--- src/rtl/srrw_pkg.sv ---
// Shared types and constants for the selective-repeat receive window.
package srrw_pkg;

  localparam int unsigned MAX_SEQ_BITS_DEF = 8;
  localparam int unsigned QUEUE_DEPTH      = 2;
  localparam int unsigned SEQ_W            = 8;
  localparam int unsigned CFG_W            = 8;

  localparam logic [3:0] SEQ_BITS_RST = 4'd4;
  localparam logic [7:0] WINDOW_RST   = 8'd4;

  typedef enum logic {
    CFG_SEQ_BITS = 1'b0,
    CFG_WINDOW   = 1'b1
  } cfg_idx_e;

  typedef enum logic [1:0] {
    ST_CLEAR,
    ST_IDLE,
    ST_RD,
    ST_CHK
  } back_state_e;

  // classified arriving item
  typedef struct packed {
    logic [SEQ_W-1:0] seq;
    logic             in_range;
  } item_t;

  typedef struct packed {
    logic             ack_valid;
    logic [SEQ_W-1:0] ack_seq;
    logic             accepted;
    logic [SEQ_W-1:0] expected_seq;
  } result_t;

endpackage

--- src/rtl/srrw_queue.sv ---
// Small first-in first-out queue used between the parts of the window.
module srrw_queue #(
  parameter int unsigned W     = 8,
  parameter int unsigned DEPTH = srrw_pkg::QUEUE_DEPTH
) (
  input  logic         clk_i,
  input  logic         rst_ni,
  input  logic         push_i,
  input  logic [W-1:0] data_i,
  output logic         full_o,
  input  logic         pop_i,
  output logic [W-1:0] data_o,
  output logic         empty_o
);
  import srrw_pkg::*;

  localparam int unsigned PW = (DEPTH > 1) ? $clog2(DEPTH) : 1;

  logic [W-1:0]  entry_q [DEPTH];
  logic [PW-1:0] wr_ptr_q, wr_ptr_d;
  logic [PW-1:0] rd_ptr_q, rd_ptr_d;
  logic [PW:0]   cnt_q, cnt_d;
  logic          do_push, do_pop;

  assign full_o  = (cnt_q == (PW+1)'(DEPTH));
  assign empty_o = (cnt_q == '0);
  assign do_push = push_i && !full_o;
  assign do_pop  = pop_i && !empty_o;
  assign data_o  = entry_q[rd_ptr_q];

  always_comb begin
    wr_ptr_d = wr_ptr_q;
    rd_ptr_d = rd_ptr_q;
    cnt_d    = cnt_q;
    if (do_push) begin
      wr_ptr_d = (wr_ptr_q == PW'(DEPTH - 1)) ? '0 : PW'(wr_ptr_q + 1'b1);
    end
    if (do_pop) begin
      rd_ptr_d = (rd_ptr_q == PW'(DEPTH - 1)) ? '0 : PW'(rd_ptr_q + 1'b1);
    end
    if (do_push && !do_pop) begin
      cnt_d = cnt_q + 1'b1;
    end else if (do_pop && !do_push) begin
      cnt_d = cnt_q - 1'b1;
    end
  end

  always_ff @(posedge clk_i or negedge rst_ni) begin
    if (!rst_ni) begin
      wr_ptr_q <= '0;
      rd_ptr_q <= '0;
      cnt_q    <= '0;
    end else begin
      wr_ptr_q <= wr_ptr_d;
      rd_ptr_q <= rd_ptr_d;
      cnt_q    <= cnt_d;
    end
  end

  always_ff @(posedge clk_i) begin
    if (do_push) begin
      entry_q[wr_ptr_q] <= data_i;
    end
  end

endmodule

--- src/rtl/srrw_front.sv ---
// Front end: configuration registers and range classification of arriving items.
module srrw_front #(
  parameter int unsigned MAX_SEQ_BITS = srrw_pkg::MAX_SEQ_BITS_DEF
) (
  input  logic                            clk_i,
  input  logic                            rst_ni,
  input  logic                            cfg_we_i,
  input  logic                            cfg_idx_i,
  input  logic [srrw_pkg::CFG_W-1:0]      cfg_wdata_i,
  input  logic [srrw_pkg::SEQ_W-1:0]      seq_i,
  output srrw_pkg::item_t                 item_o,
  output logic [MAX_SEQ_BITS-1:0]         mask_o,
  output logic [MAX_SEQ_BITS:0]           win_o
);
  import srrw_pkg::*;

  localparam int unsigned A  = MAX_SEQ_BITS;
  localparam int unsigned CW = (A + 1 > SEQ_W) ? A + 1 : SEQ_W;

  logic [3:0]    seq_bits_q;
  logic [7:0]    window_q;
  logic [3:0]    sb;
  logic [A:0]    space;
  logic [CW-1:0] space_c, win_c;

  always_ff @(posedge clk_i or negedge rst_ni) begin
    if (!rst_ni) begin
      seq_bits_q <= SEQ_BITS_RST;
      window_q   <= WINDOW_RST;
    end else if (cfg_we_i) begin
      unique case (cfg_idx_e'(cfg_idx_i))
        CFG_SEQ_BITS: seq_bits_q <= cfg_wdata_i[3:0];
        CFG_WINDOW:   window_q   <= cfg_wdata_i[7:0];
        default:      ;
      endcase
    end
  end

  // clamp width to 1..MAX_SEQ_BITS
  always_comb begin
    sb = seq_bits_q;
    if (sb == 4'd0) begin
      sb = 4'd1;
    end else if (sb > 4'(A)) begin
      sb = 4'(A);
    end
  end

  assign space   = (A+1)'(1) << sb;
  assign mask_o  = A'(space - 1'b1);
  assign space_c = CW'(space);
  assign win_c   = CW'(window_q);
  assign win_o   = (A+1)'((win_c > space_c) ? space_c : win_c);

  assign item_o.seq      = seq_i;
  assign item_o.in_range = (CW'(seq_i) < space_c);

endmodule

--- src/rtl/srrw_back.sv ---
// Back end: receive marks, window base and base-advance sequencer.
module srrw_back #(
  parameter int unsigned MAX_SEQ_BITS = srrw_pkg::MAX_SEQ_BITS_DEF
) (
  input  logic                    clk_i,
  input  logic                    rst_ni,
  input  logic                    item_valid_i,
  input  srrw_pkg::item_t         item_i,
  output logic                    item_pop_o,
  input  logic [MAX_SEQ_BITS-1:0] mask_i,
  input  logic [MAX_SEQ_BITS:0]   win_i,
  input  logic                    res_full_i,
  output logic                    res_push_o,
  output srrw_pkg::result_t       res_o,
  output logic                    clearing_o
);
  import srrw_pkg::*;

  localparam int unsigned A     = MAX_SEQ_BITS;
  localparam int unsigned WW    = (A > SEQ_W) ? A : SEQ_W;
  localparam int unsigned DEPTH = 1 << A;

  back_state_e      state_q, state_d;
  logic [A-1:0]     base_q, base_d;
  logic             wrapped_q, wrapped_d;
  logic [SEQ_W-1:0] seq_q, seq_d;
  logic [A:0]       steps_q, steps_d;
  logic [A-1:0]     clr_q, clr_d;
  logic             rdata_q;
  logic             mark_mem [DEPTH];

  logic             mem_we, mem_wdata, mem_re;
  logic [A-1:0]     mem_waddr, mem_raddr;

  logic [WW-1:0]    seq_w, base_w, walk_w;
  logic [A-1:0]     seq_a, base_r, rel_pos, adv_idle, adv_walk;
  logic             in_win, behind;

  assign seq_w    = WW'(item_i.seq);
  assign seq_a    = seq_w[A-1:0];
  assign base_r   = base_q & mask_i;
  assign base_w   = WW'(base_r);
  assign walk_w   = WW'(base_q);
  assign rel_pos  = A'(seq_a - base_r) & mask_i;
  assign in_win   = item_i.in_range && ((A+1)'(rel_pos) < win_i);
  assign behind   = item_i.in_range &&
                    ((seq_w < base_w) || ((base_r == '0) && wrapped_q));
  assign adv_idle = (base_r == mask_i) ? '0 : A'(base_r + 1'b1);
  assign adv_walk = (base_q == mask_i) ? '0 : A'(base_q + 1'b1);

  assign clearing_o = (state_q == ST_CLEAR);

  always_comb begin
    state_d    = state_q;
    base_d     = base_q;
    wrapped_d  = wrapped_q;
    seq_d      = seq_q;
    steps_d    = steps_q;
    clr_d      = clr_q;
    mem_we     = 1'b0;
    mem_waddr  = base_q;
    mem_wdata  = 1'b0;
    mem_re     = 1'b0;
    mem_raddr  = base_q;
    item_pop_o = 1'b0;
    res_push_o = 1'b0;
    res_o      = '0;
    unique case (state_q)
      ST_CLEAR: begin
        mem_we    = 1'b1;
        mem_waddr = clr_q;
        clr_d     = A'(clr_q + 1'b1);
        if (clr_q == '1) begin
          state_d = ST_IDLE;
        end
      end
      ST_IDLE: begin
        if (item_valid_i && !res_full_i) begin
          item_pop_o = 1'b1;
          seq_d      = item_i.seq;
          base_d     = base_r;
          if (in_win && (seq_a == base_r)) begin
            // mark then clear collapses to a clear; start the walk
            mem_we    = 1'b1;
            mem_waddr = base_r;
            mem_wdata = 1'b0;
            base_d    = adv_idle;
            if (base_r == mask_i) begin
              wrapped_d = 1'b1;
            end
            steps_d = (A+1)'(1);
            state_d = ST_RD;
          end else if (in_win) begin
            mem_we             = 1'b1;
            mem_waddr          = seq_a;
            mem_wdata          = 1'b1;
            res_push_o         = 1'b1;
            res_o.ack_valid    = 1'b1;
            res_o.ack_seq      = item_i.seq;
            res_o.accepted     = 1'b1;
            res_o.expected_seq = base_w[SEQ_W-1:0];
          end else begin
            res_push_o         = 1'b1;
            res_o.ack_valid    = behind;
            res_o.ack_seq      = behind ? item_i.seq : '0;
            res_o.accepted     = 1'b0;
            res_o.expected_seq = base_w[SEQ_W-1:0];
          end
        end
      end
      ST_RD: begin
        mem_re    = 1'b1;
        mem_raddr = base_q;
        state_d   = ST_CHK;
      end
      ST_CHK: begin
        if (rdata_q && (steps_q <= (A+1)'(mask_i))) begin
          mem_we    = 1'b1;
          mem_waddr = base_q;
          mem_wdata = 1'b0;
          base_d    = adv_walk;
          if (base_q == mask_i) begin
            wrapped_d = 1'b1;
          end
          steps_d = (A+1)'(steps_q + 1'b1);
          state_d = ST_RD;
        end else begin
          res_push_o         = 1'b1;
          res_o.ack_valid    = 1'b1;
          res_o.ack_seq      = seq_q;
          res_o.accepted     = 1'b1;
          res_o.expected_seq = walk_w[SEQ_W-1:0];
          state_d            = ST_IDLE;
        end
      end
      default: state_d = ST_IDLE;
    endcase
  end

  always_ff @(posedge clk_i or negedge rst_ni) begin
    if (!rst_ni) begin
      state_q   <= ST_CLEAR;
      base_q    <= '0;
      wrapped_q <= 1'b0;
      steps_q   <= '0;
      clr_q     <= '0;
    end else begin
      state_q   <= state_d;
      base_q    <= base_d;
      wrapped_q <= wrapped_d;
      steps_q   <= steps_d;
      clr_q     <= clr_d;
    end
  end

  always_ff @(posedge clk_i) begin
    seq_q <= seq_d;
  end

  always_ff @(posedge clk_i) begin
    if (mem_we) begin
      mark_mem[mem_waddr] <= mem_wdata;
    end
    if (mem_re) begin
      rdata_q <= mark_mem[mem_raddr];
    end
  end

  a_clear_quiet: assert property (@(posedge clk_i) disable iff (!rst_ni)
    (state_q == ST_CLEAR) |-> (!res_push_o && !item_pop_o))
    else $error("item handled during clearing pass");

  a_push_room: assert property (@(posedge clk_i) disable iff (!rst_ni)
    res_push_o |-> !res_full_i)
    else $error("result pushed into full queue");

  a_acc_ack: assert property (@(posedge clk_i) disable iff (!rst_ni)
    (res_push_o && res_o.accepted) |-> res_o.ack_valid)
    else $error("accepted item without acknowledgement");

  a_chk_after_rd: assert property (@(posedge clk_i) disable iff (!rst_ni)
    (state_q == ST_CHK) |-> ($past(state_q) == ST_RD && steps_q != '0))
    else $error("mark check without preceding read");

endmodule

--- src/rtl/selective_repeat_receive_window_top.sv ---
// Top level of the selective-repeat receive window.
// Selective-repeat receive window. Each item pushed in carries one arriving
// sequence number; each yields exactly one result (ack, acked number, accepted
// flag, window base afterwards), delivered in order through a queue interface.
// After reset a clearing pass wipes all 2**MAX_SEQ_BITS slots (256 by default) of
// the mark memory, one slot per cycle; full stays high meanwhile.
// Flow: an item passes the combinational front end into the input queue; the
// back end takes it from the queue when the result queue has room and, unless it
// lands on the base, pushes its result. An item on the base starts the base walk,
// which for each slot passed does a registered mark read (ST_RD), then a check and
// clear (ST_CHK); k slots are advanced, k at most the sequence space.
// seq_bits and the window length are to be written through cfg_* only while idle; the block does not enforce this.
module selective_repeat_receive_window_top #(
  parameter int unsigned MAX_SEQ_BITS = srrw_pkg::MAX_SEQ_BITS_DEF
) (
  input  logic                       clk_i,
  input  logic                       rst_ni,
  // configuration write port
  input  logic                       cfg_we_i,
  input  logic                       cfg_idx_i,
  input  logic [srrw_pkg::CFG_W-1:0] cfg_wdata_i,
  // arriving items
  input  logic                       push,
  output logic                       full,
  input  logic [srrw_pkg::SEQ_W-1:0] seq_i,
  // results
  output logic                       empty,
  input  logic                       pop,
  output logic                       ack_valid_o,
  output logic [srrw_pkg::SEQ_W-1:0] ack_seq_o,
  output logic                       accepted_o,
  output logic [srrw_pkg::SEQ_W-1:0] expected_seq_o
);
  import srrw_pkg::*;

  localparam int unsigned A = MAX_SEQ_BITS;

  item_t         front_item, q_item;
  logic [A-1:0]  mask;
  logic [A:0]    win;
  logic          in_full, in_empty, in_pop;
  logic          clearing;
  logic          res_push, res_full;
  result_t       res_in, res_out;

  // front: config registers plus range check
  srrw_front #(
    .MAX_SEQ_BITS(MAX_SEQ_BITS)
  ) u_front (
    .clk_i      (clk_i),
    .rst_ni     (rst_ni),
    .cfg_we_i   (cfg_we_i),
    .cfg_idx_i  (cfg_idx_i),
    .cfg_wdata_i(cfg_wdata_i),
    .seq_i      (seq_i),
    .item_o     (front_item),
    .mask_o     (mask),
    .win_o      (win)
  );

  // no item taken during the clearing pass
  assign full = in_full || clearing;

  srrw_queue #(
    .W    ($bits(item_t)),
    .DEPTH(QUEUE_DEPTH)
  ) u_in_q (
    .clk_i  (clk_i),
    .rst_ni (rst_ni),
    .push_i (push && !full),
    .data_i (front_item),
    .full_o (in_full),
    .pop_i  (in_pop),
    .data_o (q_item),
    .empty_o(in_empty)
  );

  // back: marks, base and the walk
  srrw_back #(
    .MAX_SEQ_BITS(MAX_SEQ_BITS)
  ) u_back (
    .clk_i       (clk_i),
    .rst_ni      (rst_ni),
    .item_valid_i(!in_empty),
    .item_i      (q_item),
    .item_pop_o  (in_pop),
    .mask_i      (mask),
    .win_i       (win),
    .res_full_i  (res_full),
    .res_push_o  (res_push),
    .res_o       (res_in),
    .clearing_o  (clearing)
  );

  // result queue parts the back end from the consumer
  srrw_queue #(
    .W    ($bits(result_t)),
    .DEPTH(QUEUE_DEPTH)
  ) u_out_q (
    .clk_i  (clk_i),
    .rst_ni (rst_ni),
    .push_i (res_push),
    .data_i (res_in),
    .full_o (res_full),
    .pop_i  (pop),
    .data_o (res_out),
    .empty_o(empty)
  );

  assign ack_valid_o    = res_out.ack_valid;
  assign ack_seq_o      = res_out.ack_seq;
  assign accepted_o     = res_out.accepted;
  assign expected_seq_o = res_out.expected_seq;

endmodule

--- config.mk ---
export PLATFORM = sky130hd
export DESIGN_NAME = selective_repeat_receive_window_top
export DESIGN_NICKNAME = d
export VERILOG_FILES = /design/src/rtl/srrw_pkg.sv /design/src/rtl/srrw_queue.sv /design/src/rtl/srrw_front.sv /design/src/rtl/srrw_back.sv /design/src/rtl/selective_repeat_receive_window_top.sv
export SDC_FILE = /design/constraint.sdc
export NUM_CORES = 1
export LEC_CHECK = 0
export BUFFER_PORTS_ARGS = -buffer_cell sky130_fd_sc_hd__buf_2
export CAP_MARGIN = 20
export CORE_ASPECT_RATIO = 0.5
export CORE_MARGIN = 2
export CORE_UTILIZATION = 60
export CTS_BUF_LIST = sky130_fd_sc_hd__clkbuf_8
export CTS_CLUSTER_DIAMETER = 150
export DETAILED_ROUTE_END_ITERATION = 10
export PLACE_DENSITY = 0.74
export SYNTH_ARGS = -nofsm -noshare
export SYNTH_HDL_FRONTEND = slang
export SYNTH_SLANG_ARGS = --single-unit
--- constraint.sdc ---
create_clock -name clk_i -period 19.15 [get_ports clk_i]
set_input_delay 0.9575 -clock clk_i [delete_from_list [all_inputs] [get_ports clk_i]]
set_output_delay 0.9575 -clock clk_i [all_outputs]
set_load 0.005 [all_outputs]
==> results of run 1 <==
report_power, final:
group | total (W) | internal [W] | leakage [nW] | switching [W]
registers | 0.00116 | 0.00107 | 3.55 | 0.0000870
clock network | 0.000573 | 0.000273 | 0.551 | 0.000300
logic | 0.00137 | 0.000450 | 2.66 | 0.000924
total | 0.00310 | 0.00179 | 6.75 | 0.00131
state kept, by name, summed over array words and instances (netlist names):
| name | cells |
|---|---|
| u_back.base_q | 8 |
| u_back.clr_q | 8 |
| u_back.mark_mem | 256 |
| u_back.rdata_q | 1 |
| u_back.seq_q | 8 |
| u_back.state_q | 2 |
| u_back.steps_q | 9 |
| u_back.wrapped_q | 1 |
| u_front.seq_bits_q | 4 |
| u_front.window_q | 8 |
| u_in_q.cnt_q | 2 |
| u_in_q.entry_q | 18 |
| u_in_q.rd_ptr_q | 1 |
| u_in_q.wr_ptr_q | 1 |
| u_out_q.cnt_q | 2 |
| u_out_q.entry_q | 36 |
| u_out_q.rd_ptr_q | 1 |
| u_out_q.wr_ptr_q | 1 |
through the flow:
stage	cell area, um^2	instances
after global routing	19800	1868
after CTS	19800	1868
after global placement	18800	1779
after floorplan	18300	1401
after detailed placement	18800	1779
final	19800	1869
kinds of logic (layout without fill, tap and decap cells):
| family | count (synthesis) | after routing | share of synthesized area [%] |
|---|---|---|---|
| AO/OA/AOI/OAI | 193 | 193 | 7.25 |
| XOR/XNOR | 22 | 22 | 1.05 |
| adder cells (fa/ha/maj) | 64 | 64 | 4.41 |
| buffers and inverters | 120 | 188 | 2.70 |
| flip-flops | 367 | 367 | 58.8 |
| multiplexers | 126 | 126 | 12.7 |
| other | 2 | 6 | 0.0410 |
| AND/OR/NAND/NOR | 504 | 504 | 13.1 |
worst register-to-register path, stage by stage, from the launching register on:
cell      delay, ns
dfrtp_1        0.53
or3_1          0.51
ha_1           0.28
xnor2_1        0.44
inv_1          0.13
ha_1           0.29
inv_1          0.13
ha_1           0.27
o21ai_0        0.10
nand2b_1       0.11
a21o_1         0.18
a21o_1         0.19
a21o_1         0.17
a21oi_1        0.16
mux2i_1        0.21
ha_1           0.28
nand3_1        0.22
nor2_1         0.09
and2_1         0.19
a22oi_2        0.35
nand3_1        0.34
o211ai_1       1.02
nand2_1        0.68
nor3_1         0.40
area by class of cell:
| cell class | count | area [um^2] | area share [%] |
|---|---|---|---|
| clock inverter | 39 | 230 | 1.17 |
| clock buffer | 50 | 688 | 3.48 |
| multi-input combinational | 914 | 7060 | 35.8 |
| timing repair buffer | 56 | 318 | 1.61 |
| inverter | 43 | 166 | 0.842 |
| tap | 399 | 499 | 2.53 |
| antenna | 1 | 2.50 | 0.0127 |
| sequential | 367 | 10800 | 54.6 |
synthesized netlist by cell type, types with 6 or more instances:
| cell | n | area (um^2) |
|---|---|---|
| a211oi_1 | 6 | 45.0 |
| a21o_1 | 10 | 75.1 |
| a21oi_1 | 36 | 180 |
| a22o_1 | 21 | 184 |
| a31oi_1 | 6 | 37.5 |
| and3_1 | 13 | 81.3 |
| buf_1 | 9 | 33.8 |
| buf_2 | 24 | 120 |
| clkbuf_1 | 41 | 154 |
| dfrtp_1 | 46 | 1150 |
| edfxtp_1 | 319 | 9580 |
| ha_1 | 63 | 788 |
| inv_1 | 41 | 154 |
| mux2_2 | 37 | 417 |
| mux2i_1 | 8 | 80.1 |
| mux4_2 | 81 | 1820 |
| nand2_1 | 41 | 154 |
| nand2b_1 | 9 | 56.3 |
| nand3_1 | 50 | 250 |
| nand3_4 | 6 | 105 |
| nand4_1 | 15 | 93.8 |
| nor2_1 | 281 | 1050 |
| nor2b_1 | 8 | 50.1 |
| nor3_1 | 39 | 195 |
| o211ai_1 | 8 | 60.1 |
| o21a_1 | 8 | 60.1 |
| o21ai_0 | 50 | 250 |
| or2_2 | 6 | 37.5 |
| xnor2_1 | 15 | 131 |
| xor2_1 | 7 | 61.3 |
how the worst min path moves through the flow:
stage,cells past startpoint,endpoint
final,2,u_front.window_q[0]
after floorplan,1,u_back.wrapped_q
after global routing,2,u_front.window_q[0]
after CTS,2,u_front.window_q[0]
after detailed placement,1,u_back.wrapped_q
after global placement,1,u_back.steps_q[8]
per-layer routing:
| metal | wire [um] | GRT usage, % | share of wire, % | vias up |
|---|---|---|---|---|
| li1 | - | - | - | 5347 |
| met1 | 19000 | 40.2 | 42 | 6111 |
| met2 | 21300 | 45.8 | 47 | 619 |
| met3 | 3930 | 5.70 | 8.6 | 99 |
| met4 | 1290 | 10.3 | 2.8 | 0 |
| met5 | 0 | 0 | 0 | - |
==> flow_metrics.py, run 1 <==
metrics = {
    "sta": {
        "setup_viol_count_final": 0,
        "fin_crit_ns": 7.60,
        "period_share_pct": 39.7,
        "slew_headroom_pct": 24.2,
        "holdWs_ns": 0.452,
        "fmax_mhz": 132,
        "grt_setup_unrepaired": "no",
        "worst_pin_slew_ns": 1.13,
        "drv_slew": 0,
        "finalHoldViolCount": 0,
        "fin_setup_tns_ns": 0,
        "worst_slack_ns": 11.55,
        "finalClockSkew_ns": 0.0415,
    },
    "worst_setup_path": {
        "cp_slowest_cell": "o211ai_1",
        "path_cells": "or3_1 -> ha_1 -> xnor2_1 -> inv_1 -> ha_1 -> inv_1 -> ha_1 -> o21ai_0 -> nand2b_1 -> a21o_1 -> a21o_1 -> a21o_1 -> a21oi_1 -> mux2i_1 -> ha_1 -> nand3_1 -> nor2_1 -> and2_1 -> a22oi_2 -> nand3_1 -> o211ai_1 -> nand2_1 -> nor3_1",
        "critPathArrivalTime_ns": 7.88,
        "crit_start": "u_front.seq_bits_q[3]",
        "startpoint_type": "flop",
        "critPathMaxStageDelay_ns": 1.02,
        "cp_max_fo": 16,
        "r2r.worst_path.cells": 23,
        "cp_top_family": "simple AND/OR/NAND/NOR gates",
        "path_buf_inv": 2,
        "cp.required_ns": 19.44,
        "crit_cells": 23,
        "r2r_setup_slack_ns": 11.55,
        "endpoint_kind": "flop",
        "path_class": "flop to flop",
        "cp-endpoint": "u_back.mark_mem[134]",
        "worstReg2RegEnd": "u_back.mark_mem[134]",
        "r2r-start": "u_front.seq_bits_q[3]",
        "timing.critical_path.mode_cell": "ha_1",
    },
    "cells_and_area": {
        "final_nets": 1518,
        "utilization_pct": 65.5,
        "syn2layout_area_growth_pct": 7.77,
        "mostFrequentLayoutCell": "edfxtp_1",
        "layout_common_cells": "edfxtp_1 (319), nor2_1 (281), mux4_2 (81)",
        "drive_gt1_share_pct": 18.4,
        "num-fill-cells": 2238,
    },
    "yosys": {
        "synthDistinctLibCells": 79,
        "syn_area_mm2": 0.0183,
        "synth-edff-count": 319,
        "syn_avg_cell_area_um2": 13.1,
        "synthCells": 1398,
        "yosysWarnings": 0,
        "ys_seq_elements": 367,
        "ys_dominant_reg_cell": "edfxtp_1",
        "seq_area_frac_synth_pct": 58.8,
        "async_flop_share_pct": 13.1,
    },
    "job": {
        "maxCapViolCount": 0,
    },
    "detailed_routing": {
        "drtPass1Iterations": 5,
        "vias": 12200,
        "wl_per_cell_um": 24.3,
        "drc": 0,
        "ant_nets": 0,
        "routed_wl_um": 45500,
        "initialDrtViolationCount": 1247,
        "via_per_inst": 6.51,
    },
    "clock_tree": {
        "cts_setup_buffers": 0,
        "cts.path.max_buffers": 3,
        "post_cts_resized": 0,
        "cts_tree": "yes",
        "cts_sinks": 367,
        "ctsRootBufferMaster": "clkbuf_8",
        "htreeDepth": 2,
        "clock_latency_ns": 0.63,
        "cts-buffers-inserted": 50,
        "path_clk_slew_ns": 0.07,
        "hold_buffers": 0,
    },
    "pwr": {
        "p_per_area_mw_per_mm2": 157,
        "p_total_w": 0.00310,
        "irDropWorstVdd_uv": 117,
        "p_leak_nw": 6.75,
    },
    "die": {
        "start_util_pct": 60.7,
        "io-pin-count": 42,
        "coreArea_mm2": 0.0302,
        "num_rows": 45,
        "fp.dieW_um": 251,
        "fp.dieH_um": 128,
        "dieArea_mm2": 0.0320,
    },
    "place": {
        "post-dp-hpwl_um": 30000,
        "gp_congestion": 0.968,
        "dp_slack_ns": 11.73,
        "port_buffers": 41,
    },
    "global_routing": {
        "grt_pass1_vias": 11800,
        "grt.overflow.total": 0,
        "grt_start_max_net_pins": 137,
        "antenna_found_initial": 1,
        "grt_pass1_wl_um": 68900,
        "track_usage_pct": 28.8,
    },
    "run_status": {
        "status": "finished clean",
    },
    "worst_hold_path": {
        "hp-class": "input port to asynchronous set/reset pin",
    },
}
(Power assumes the default switching activity.)
==> inputs of run 2 (changes only) <==
clock period = 7.5 ns   (was 19.15 ns; I/O delays follow)
==> run 2 against run 1 <==
Effect of this change: sequential power rose to 2.5 times the previous value; critical path type unchanged; maximum frequency rose by 7.6%; critical endpoint is now u_back.mark_mem[46]; clock-buffer cell count grew 9; largest power group unchanged; clock skew fell by 0.0027 ns.
==> flow_metrics.py, run 2 (same netlist as run 1, synthesis figures left out) <==
metrics = {
    "global_routing": {
        "antenna_found_initial": 0,
        "grt.overflow.total": 0,
        "track_usage_pct": 29.4,
        "grt_start_max_net_pins": 101,
        "grt_pass1_vias": 12200,
        "grt_pass1_wl_um": 71000,
    },
    "die": {
        "io-pin-count": 42,
        "fp.dieW_um": 251,
        "coreArea_mm2": 0.0302,
        "num_rows": 45,
        "dieArea_mm2": 0.0320,
        "fp.dieH_um": 128,
        "start_util_pct": 60.7,
    },
    "detailed_routing": {
        "drtPass1Iterations": 5,
        "initialDrtViolationCount": 1620,
        "wl_per_cell_um": 24.2,
        "drc": 0,
        "vias": 12300,
        "via_per_inst": 6.44,
        "routed_wl_um": 46100,
        "ant_nets": 0,
    },
    "cells_and_area": {
        "drive_gt1_share_pct": 19.7,
        "antenna_cells": 0,
        "reg_top3": "u_back.mark_mem x256, u_out_q.entry_q x36, u_in_q.entry_q x18",
        "syn2layout_area_growth_pct": 9.82,
        "largest_reg_flops": 256,
        "final_nets": 1552,
        "mostFrequentLayoutCell": "edfxtp_1",
        "instances_no_fill": 1907,
        "layout_common_cells": "edfxtp_1 (319), nor2_1 (281), mux4_2 (81)",
        "seqCellArea_mm2": 0.0108,
        "regMostFlops": "u_back.mark_mem",
        "multi_input_area_mm2": 0.00706,
        "num-fill-cells": 2143,
    },
    "clock_tree": {
        "cts.path.max_buffers": 3,
        "cts_sinks": 367,
        "path_clk_slew_ns": 0.07,
        "cts-buffers-inserted": 51,
        "clock_latency_ns": 0.62,
        "ctsRootBufferMaster": "clkbuf_8",
        "htreeDepth": 2,
        "cts_tree": "yes",
    },
    "job": {
        "maxCapViolCount": 0,
    },
    "sta": {
        "finalClockSkew_ns": 0.0388,
        "drv_slew": 0,
        "fin_setup_tns_ns": 0,
        "slew_headroom_pct": 29.1,
        "period_share_pct": 94.2,
        "fin_crit_ns": 7.06,
        "setup_viol_count_final": 0,
        "finalHoldViolCount": 0,
        "grt_setup_unrepaired": "no",
        "fmax_mhz": 142,
        "worst_pin_slew_ns": 1.05,
    },
    "pwr": {
        "p_per_area_mw_per_mm2": 403,
        "p_leak_nw": 6.93,
        "irDropWorstVdd_uv": 313,
    },
    "place": {
        "port_buffers": 41,
        "post-dp-hpwl_um": 30300,
        "gp_congestion": 0.976,
        "dpl.cell_count": 1794,
    },
    "worst_hold_path": {
        "hp-class": "input port to flop",
        "holdCritStartpoint": "cfg_idx_i",
        "min_path_cells": 4,
    },
    "worst_setup_path": {
        "r2r-start": "u_front.seq_bits_q[3]",
        "critPathArrivalTime_ns": 7.34,
        "endpoint_kind": "flop",
        "r2r.worst_path.cells": 22,
        "startpoint_type": "flop",
        "cp_max_fo": 13,
        "path_class": "flop to flop",
        "crit_start": "u_front.seq_bits_q[3]",
        "cp.required_ns": 7.78,
    },
    "run_status": {
        "status": "finished clean",
    },
}
-- run 2: changes by cell type in the layout (fill, tap and decap cells not counted), moves of 2 or more --
cell,delta
buf_12,+2
buf_4,+14
bufinv_16,-2
clkbuf_8,+9
clkinv_2,+2
dlygate4sd3_1,+17
inv_1,-4
-- run 2: final timing paths --
path                                         end  slack, ns
min in group asynchronous      u_back.steps_q[3]       0.41
max in group asynchronous       u_back.base_q[0]       6.54
hold / removal             u_front.seq_bits_q[3]       0.11
setup reg to reg             u_back.mark_mem[46]       0.44
hold reg to reg                 u_out_q.wr_ptr_q       0.49
setup / recovery             u_back.mark_mem[46]       0.44
-- run 2: cell type report --
class                           instances  area share (%)
Clock buffer                           59            4.03
Clock inverter                         36           0.839
Inverter                               43           0.820
Multi-Input combinational cell        914            35.1
Sequential cell                       367            53.6
Tap cell                              399            2.48
Timing Repair Buffer                   89            3.15
-- run 2: power by group --
part / switching, W / leakage, nW / internal [W]
clock network: 0.000780 / 0.577 / 0.000725
logic: 0.00245 / 2.80 / 0.00124
registers: 0.000194 / 3.55 / 0.00272
total: 0.00342 / 6.93 / 0.00468
-- run 2: what timing repair did --
action / CTS / global route
hold endpoints to repair: 74 / 0
hold buffers: 17 / 0
resized for setup: 0 / 0
buffers inserted: 0 / 1
endpoints found under the setup margin: 0 / 34
-- run 2: through the flow --
stage / hold slack [ns] / instance area (um^2) / power, W / setup slack [ns] / util [%]
after CTS: 0.0848 / 20100 / 0.00806 / 0.471 / 66.7
after detailed placement: 0.469 / 19000 / 0.00655 / 0.491 / 62.9
final: 0.115 / 20100 / 0.00811 / 0.438 / 66.7
after global placement: 0.459 / 19000 / 0.00645 / 0.847 / 62.9
after global routing: 0.103 / 20100 / 0.00847 / 0.0988 / 66.7
after floorplan: 0.0794 / 18300 / 0.00544 / 0.894 / -
-- run 2: worst max-delay path, cell delays in order (launching register included) --
cell      delay (ns)
dfrtp_1         0.53
or3_1           0.51
ha_1            0.28
xnor2_1         0.32
inv_1           0.12
ha_1            0.29
inv_1           0.12
ha_1            0.27
nor2b_1         0.16
o21ai_0         0.14
nand2b_1        0.11
a31oi_1         0.27
xnor2_1         0.16
nor2_1          0.06
ha_1            0.34
a21o_1          0.21
a211o_1         0.43
a21oi_1         0.24
a21boi_1        0.42
a41oi_1         0.35
a21oi_1         0.55
nand3_1         0.52
nor2_1          0.31
-- run 2: per-layer routing --
metal  part of all wire (%)  vias to the layer above  track usage (%)  wire (um)
met5                      0                        -                0          0
met4                    2.7                        0             9.10       1220
met3                    9.9                       94             5.89       4550
met2                     47                      633             47.5      21600
met1                     41                     6130             41.0      18700
li1                       -                     5417                -          -
==> inputs of run 3 (changes only) <==
SYNTH_HIERARCHICAL = 1   (was not set)
==> run 3 against run 2 <==
Effect of this change: power is 5.2% lower; worst setup slack better by 0.83 ns; largest power group unchanged; clock skew is 0.00053 ns higher; global-route usage is 2.4 points lower; highest routed layer unchanged; critical path type unchanged; combinational power is 9.8% lower; die area is 0.24% higher; worst hold slack worse by 0.078 ns; synthesized cell count is 1.0% higher; first-iteration DRC count is 2.1% lower; design area is 0.80% lower; core utilization is 0.66 points lower.
==> flow_metrics.py, run 3 <==
metrics = {
    "cells_and_area": {
        "num-fill-cells": 2162,
        "antenna_cells": 0,
        "reg_top3": "u_back/mark_mem x256, u_out_q/entry_q x36, u_in_q/entry_q x18",
        "final_nets": 1536,
        "mostFrequentLayoutCell": "edfxtp_1",
        "syn2layout_area_growth_pct": 8.68,
        "largest_reg_flops": 256,
        "drive_gt1_share_pct": 19.4,
        "regMostFlops": "u_back/mark_mem",
        "layout_common_cells": "edfxtp_1 (319), nor2_1 (300), inv_1 (68)",
    },
    "sta": {
        "worst_slack_ns": 1.27,
        "fin_setup_tns_ns": 0,
        "drv_slew": 0,
        "slew_headroom_pct": 32.4,
        "holdWs_ns": 0.0368,
        "finalHoldViolCount": 0,
        "fin_crit_ns": 6.23,
        "fmax_mhz": 161,
        "finalClockSkew_ns": 0.0394,
        "period_share_pct": 83.0,
        "setup_viol_count_final": 0,
        "grt_setup_unrepaired": "no",
        "worst_pin_slew_ns": 1.01,
    },
    "clock_tree": {
        "htreeDepth": 2,
        "post_cts_resized": 0,
        "cts.path.max_buffers": 3,
        "clock_latency_ns": 0.62,
        "path_clk_slew_ns": 0.07,
        "ctsRootBufferMaster": "clkbuf_8",
        "cts_sinks": 367,
        "cts_tree": "yes",
        "cts-buffers-inserted": 51,
    },
    "yosys": {
        "synthDistinctLibCells": 87,
        "synth-edff-count": 319,
        "yosysTopAreaCell": "edfxtp_1",
        "synthMostInstantiatedCell": "edfxtp_1",
        "yosysWarnings": 6,
        "netlist.area_leader.share_pct": 52.1,
        "syn_avg_cell_area_um2": 13.0,
        "seq_area_frac_synth_pct": 58.7,
        "ys_dominant_reg_cell": "edfxtp_1",
        "async_flop_share_pct": 13.1,
        "synth_common_cells": "edfxtp_1 (319), nor2_1 (304), ha_1 (65)",
        "synthTopCellsByArea": "edfxtp_1 (52%), mux4_2 (7.8%), dfrtp_1 (6.3%)",
        "syn_area_mm2": 0.0184,
        "synthCells": 1412,
        "ys_seq_elements": 367,
    },
    "worst_setup_path": {
        "cp_top_family": "compound AO/OA/AOI/OAI gates",
        "path_cells": "or3_4 -> ha_4 -> nor3_1 -> a21oi_1 -> o21ai_1 -> ha_2 -> inv_1 -> ha_1 -> a21o_1 -> a31oi_1 -> xor2_1 -> nor2_1 -> ha_1 -> and3b_2 -> nand2_2 -> o221ai_4 -> a2111oi_1 -> o31ai_1 -> a21oi_1 -> nand2_1 -> nor2_1",
        "critPathArrivalTime_ns": 6.52,
        "cp.required_ns": 7.80,
        "cp_slowest_cell": "a2111oi_1",
        "path_class": "flop to flop",
        "endpoint_kind": "flop",
        "startpoint_type": "flop",
        "path_buf_inv": 1,
        "critPathMaxStageDelay_ns": 0.57,
        "cp_max_fo": 16,
    },
    "place": {
        "post-dp-hpwl_um": 26500,
        "dp_slack_ns": 1.44,
        "port_buffers": 41,
        "gp_congestion": 0.894,
    },
    "detailed_routing": {
        "routed_wl_um": 43000,
        "initialDrtViolationCount": 1586,
        "drc": 0,
        "ant_nets": 0,
        "vias": 11900,
        "via_per_inst": 6.31,
        "drtPass1Iterations": 5,
        "wl_per_cell_um": 22.8,
    },
    "global_routing": {
        "track_usage_pct": 27.0,
        "grt.overflow.total": 0,
        "grt_pass1_vias": 11700,
        "grt_start_max_net_pins": 149,
        "grt_pass1_wl_um": 65800,
        "antenna_found_initial": 0,
    },
    "die": {
        "num_rows": 45,
        "io-pin-count": 42,
        "fp.dieH_um": 128,
        "dieArea_mm2": 0.0321,
        "fp.dieW_um": 251,
        "coreArea_mm2": 0.0302,
        "start_util_pct": 60.8,
    },
    "pwr": {
        "p_per_area_mw_per_mm2": 385,
        "p_leak_nw": 6.88,
        "internal-power_w": 0.00452,
        "power.switching_w": 0.00316,
        "p_seq_share_pct": 38.1,
        "clkPwrFrac_pct": 18.6,
        "switching_share_pct": 41.1,
        "power_frac_comb_pct": 43.3,
        "irDropWorstVdd_uv": 275,
    },
    "worst_hold_path": {
        "hp-class": "input port to flop",
    },
    "job": {
        "maxCapViolCount": 0,
    },
    "run_status": {
        "status": "finished clean",
    },
}
run 3: cell types whose count changed after synthesis, moves of 10 or more:
cell     change
mux4_2      -17
nand3_1     -34
a22oi_1     +15
o21ai_0     -13
nor2_1      +23
mux2_4      +10
nor3_1      -16
nand2_1     +14
mux2_2      -12
run 3: power by group through the flow:
stage / registers, W / clock network [W] / logic (W)
2_1_floorplan: 0.00282 / 0 / 0.00250
3_3_place_gp: 0.00295 / 0 / 0.00317
3_5_place_dp: 0.00297 / 0 / 0.00326
4_1_cts: 0.00293 / 0.00146 / 0.00328
5_1_grt: 0.00296 / 0.00155 / 0.00355
6_report: 0.00292 / 0.00143 / 0.00333
run 3: cells by family after synthesis:
family,after synthesis,synth area share (%)
simple gates,499,13.0
flops,367,58.7
compound gates,197,7.83
buf+inv,140,3.55
mux,111,10.9
fa+ha+maj,66,4.54
xor+xnor,30,1.47
other cells,2,0.0409
run 3: final cells by class:
type,count,area [um^2],share of cell area [%]
tap,399,499,2.50
clock inverter,39,174,0.871
inverter,53,201,1.01
sequential,367,10800,54.0
clock buffer,54,743,3.72
multi-input combinational,907,7090,35.5
timing repair buffer,68,473,2.37
run 3: repair_timing:
item	CTS	global route
hold buffers	16	0
buffers inserted	0	0
endpoints found under the hold margin	72	0
run 3: routing by layer:
metal | part of all wire, % | wire (um) | GRT usage [%]
met1 | 41 | 17800 | 37.7
met2 | 46 | 19900 | 42.8
met3 | 10 | 4280 | 6.31
met4 | 2.4 | 1020 | 7.88
met5 | 0 | 0 | 0
run 3: metrics by stage:
stage,power [W],cells,utilization [%],cell area (um^2)
finish,0.00768,1887,66.0,20000
global placement,0.00612,1778,62.5,18900
global route,0.00806,1887,66.0,20000
floorplan,0.00532,1414,-,18500
CTS,0.00766,1887,66.0,20000
detailed placement,0.00623,1778,62.5,18900
run 3: worst reg2reg max path, cell delays in order (launching register included):
cell       delay [ns]
dfrtp_1          0.56
or3_4            0.45
ha_4             0.20
nor3_1           0.14
a21oi_1          0.07
o21ai_1          0.24
ha_2             0.27
inv_1            0.10
ha_1             0.38
a21o_1           0.21
a31oi_1          0.17
xor2_1           0.18
nor2_1           0.07
ha_1             0.32
and3b_2          0.26
nand2_2          0.12
o221ai_4         0.19
a2111oi_1        0.57
o31ai_1          0.21
a21oi_1          0.49
nand2_1          0.47
nor2_1           0.26
run 3: worst paths after layout:
kind                       slack, ns                     to                   from  cells after the start
max                             1.27     u_back/mark_mem[0]  u_front/seq_bits_q[3]                     21
min                             0.04  u_front/seq_bits_q[2]         cfg_wdata_i[2]                      2
max reg2reg                     1.27     u_back/mark_mem[0]  u_front/seq_bits_q[3]                     21
min reg2reg                     0.49       u_back/wrapped_q       u_back/wrapped_q                      1
max in group asynchronous       6.62       u_back/base_q[0]                 rst_ni                      3
min in group asynchronous       0.40      u_back/steps_q[8]                 rst_ni                      3
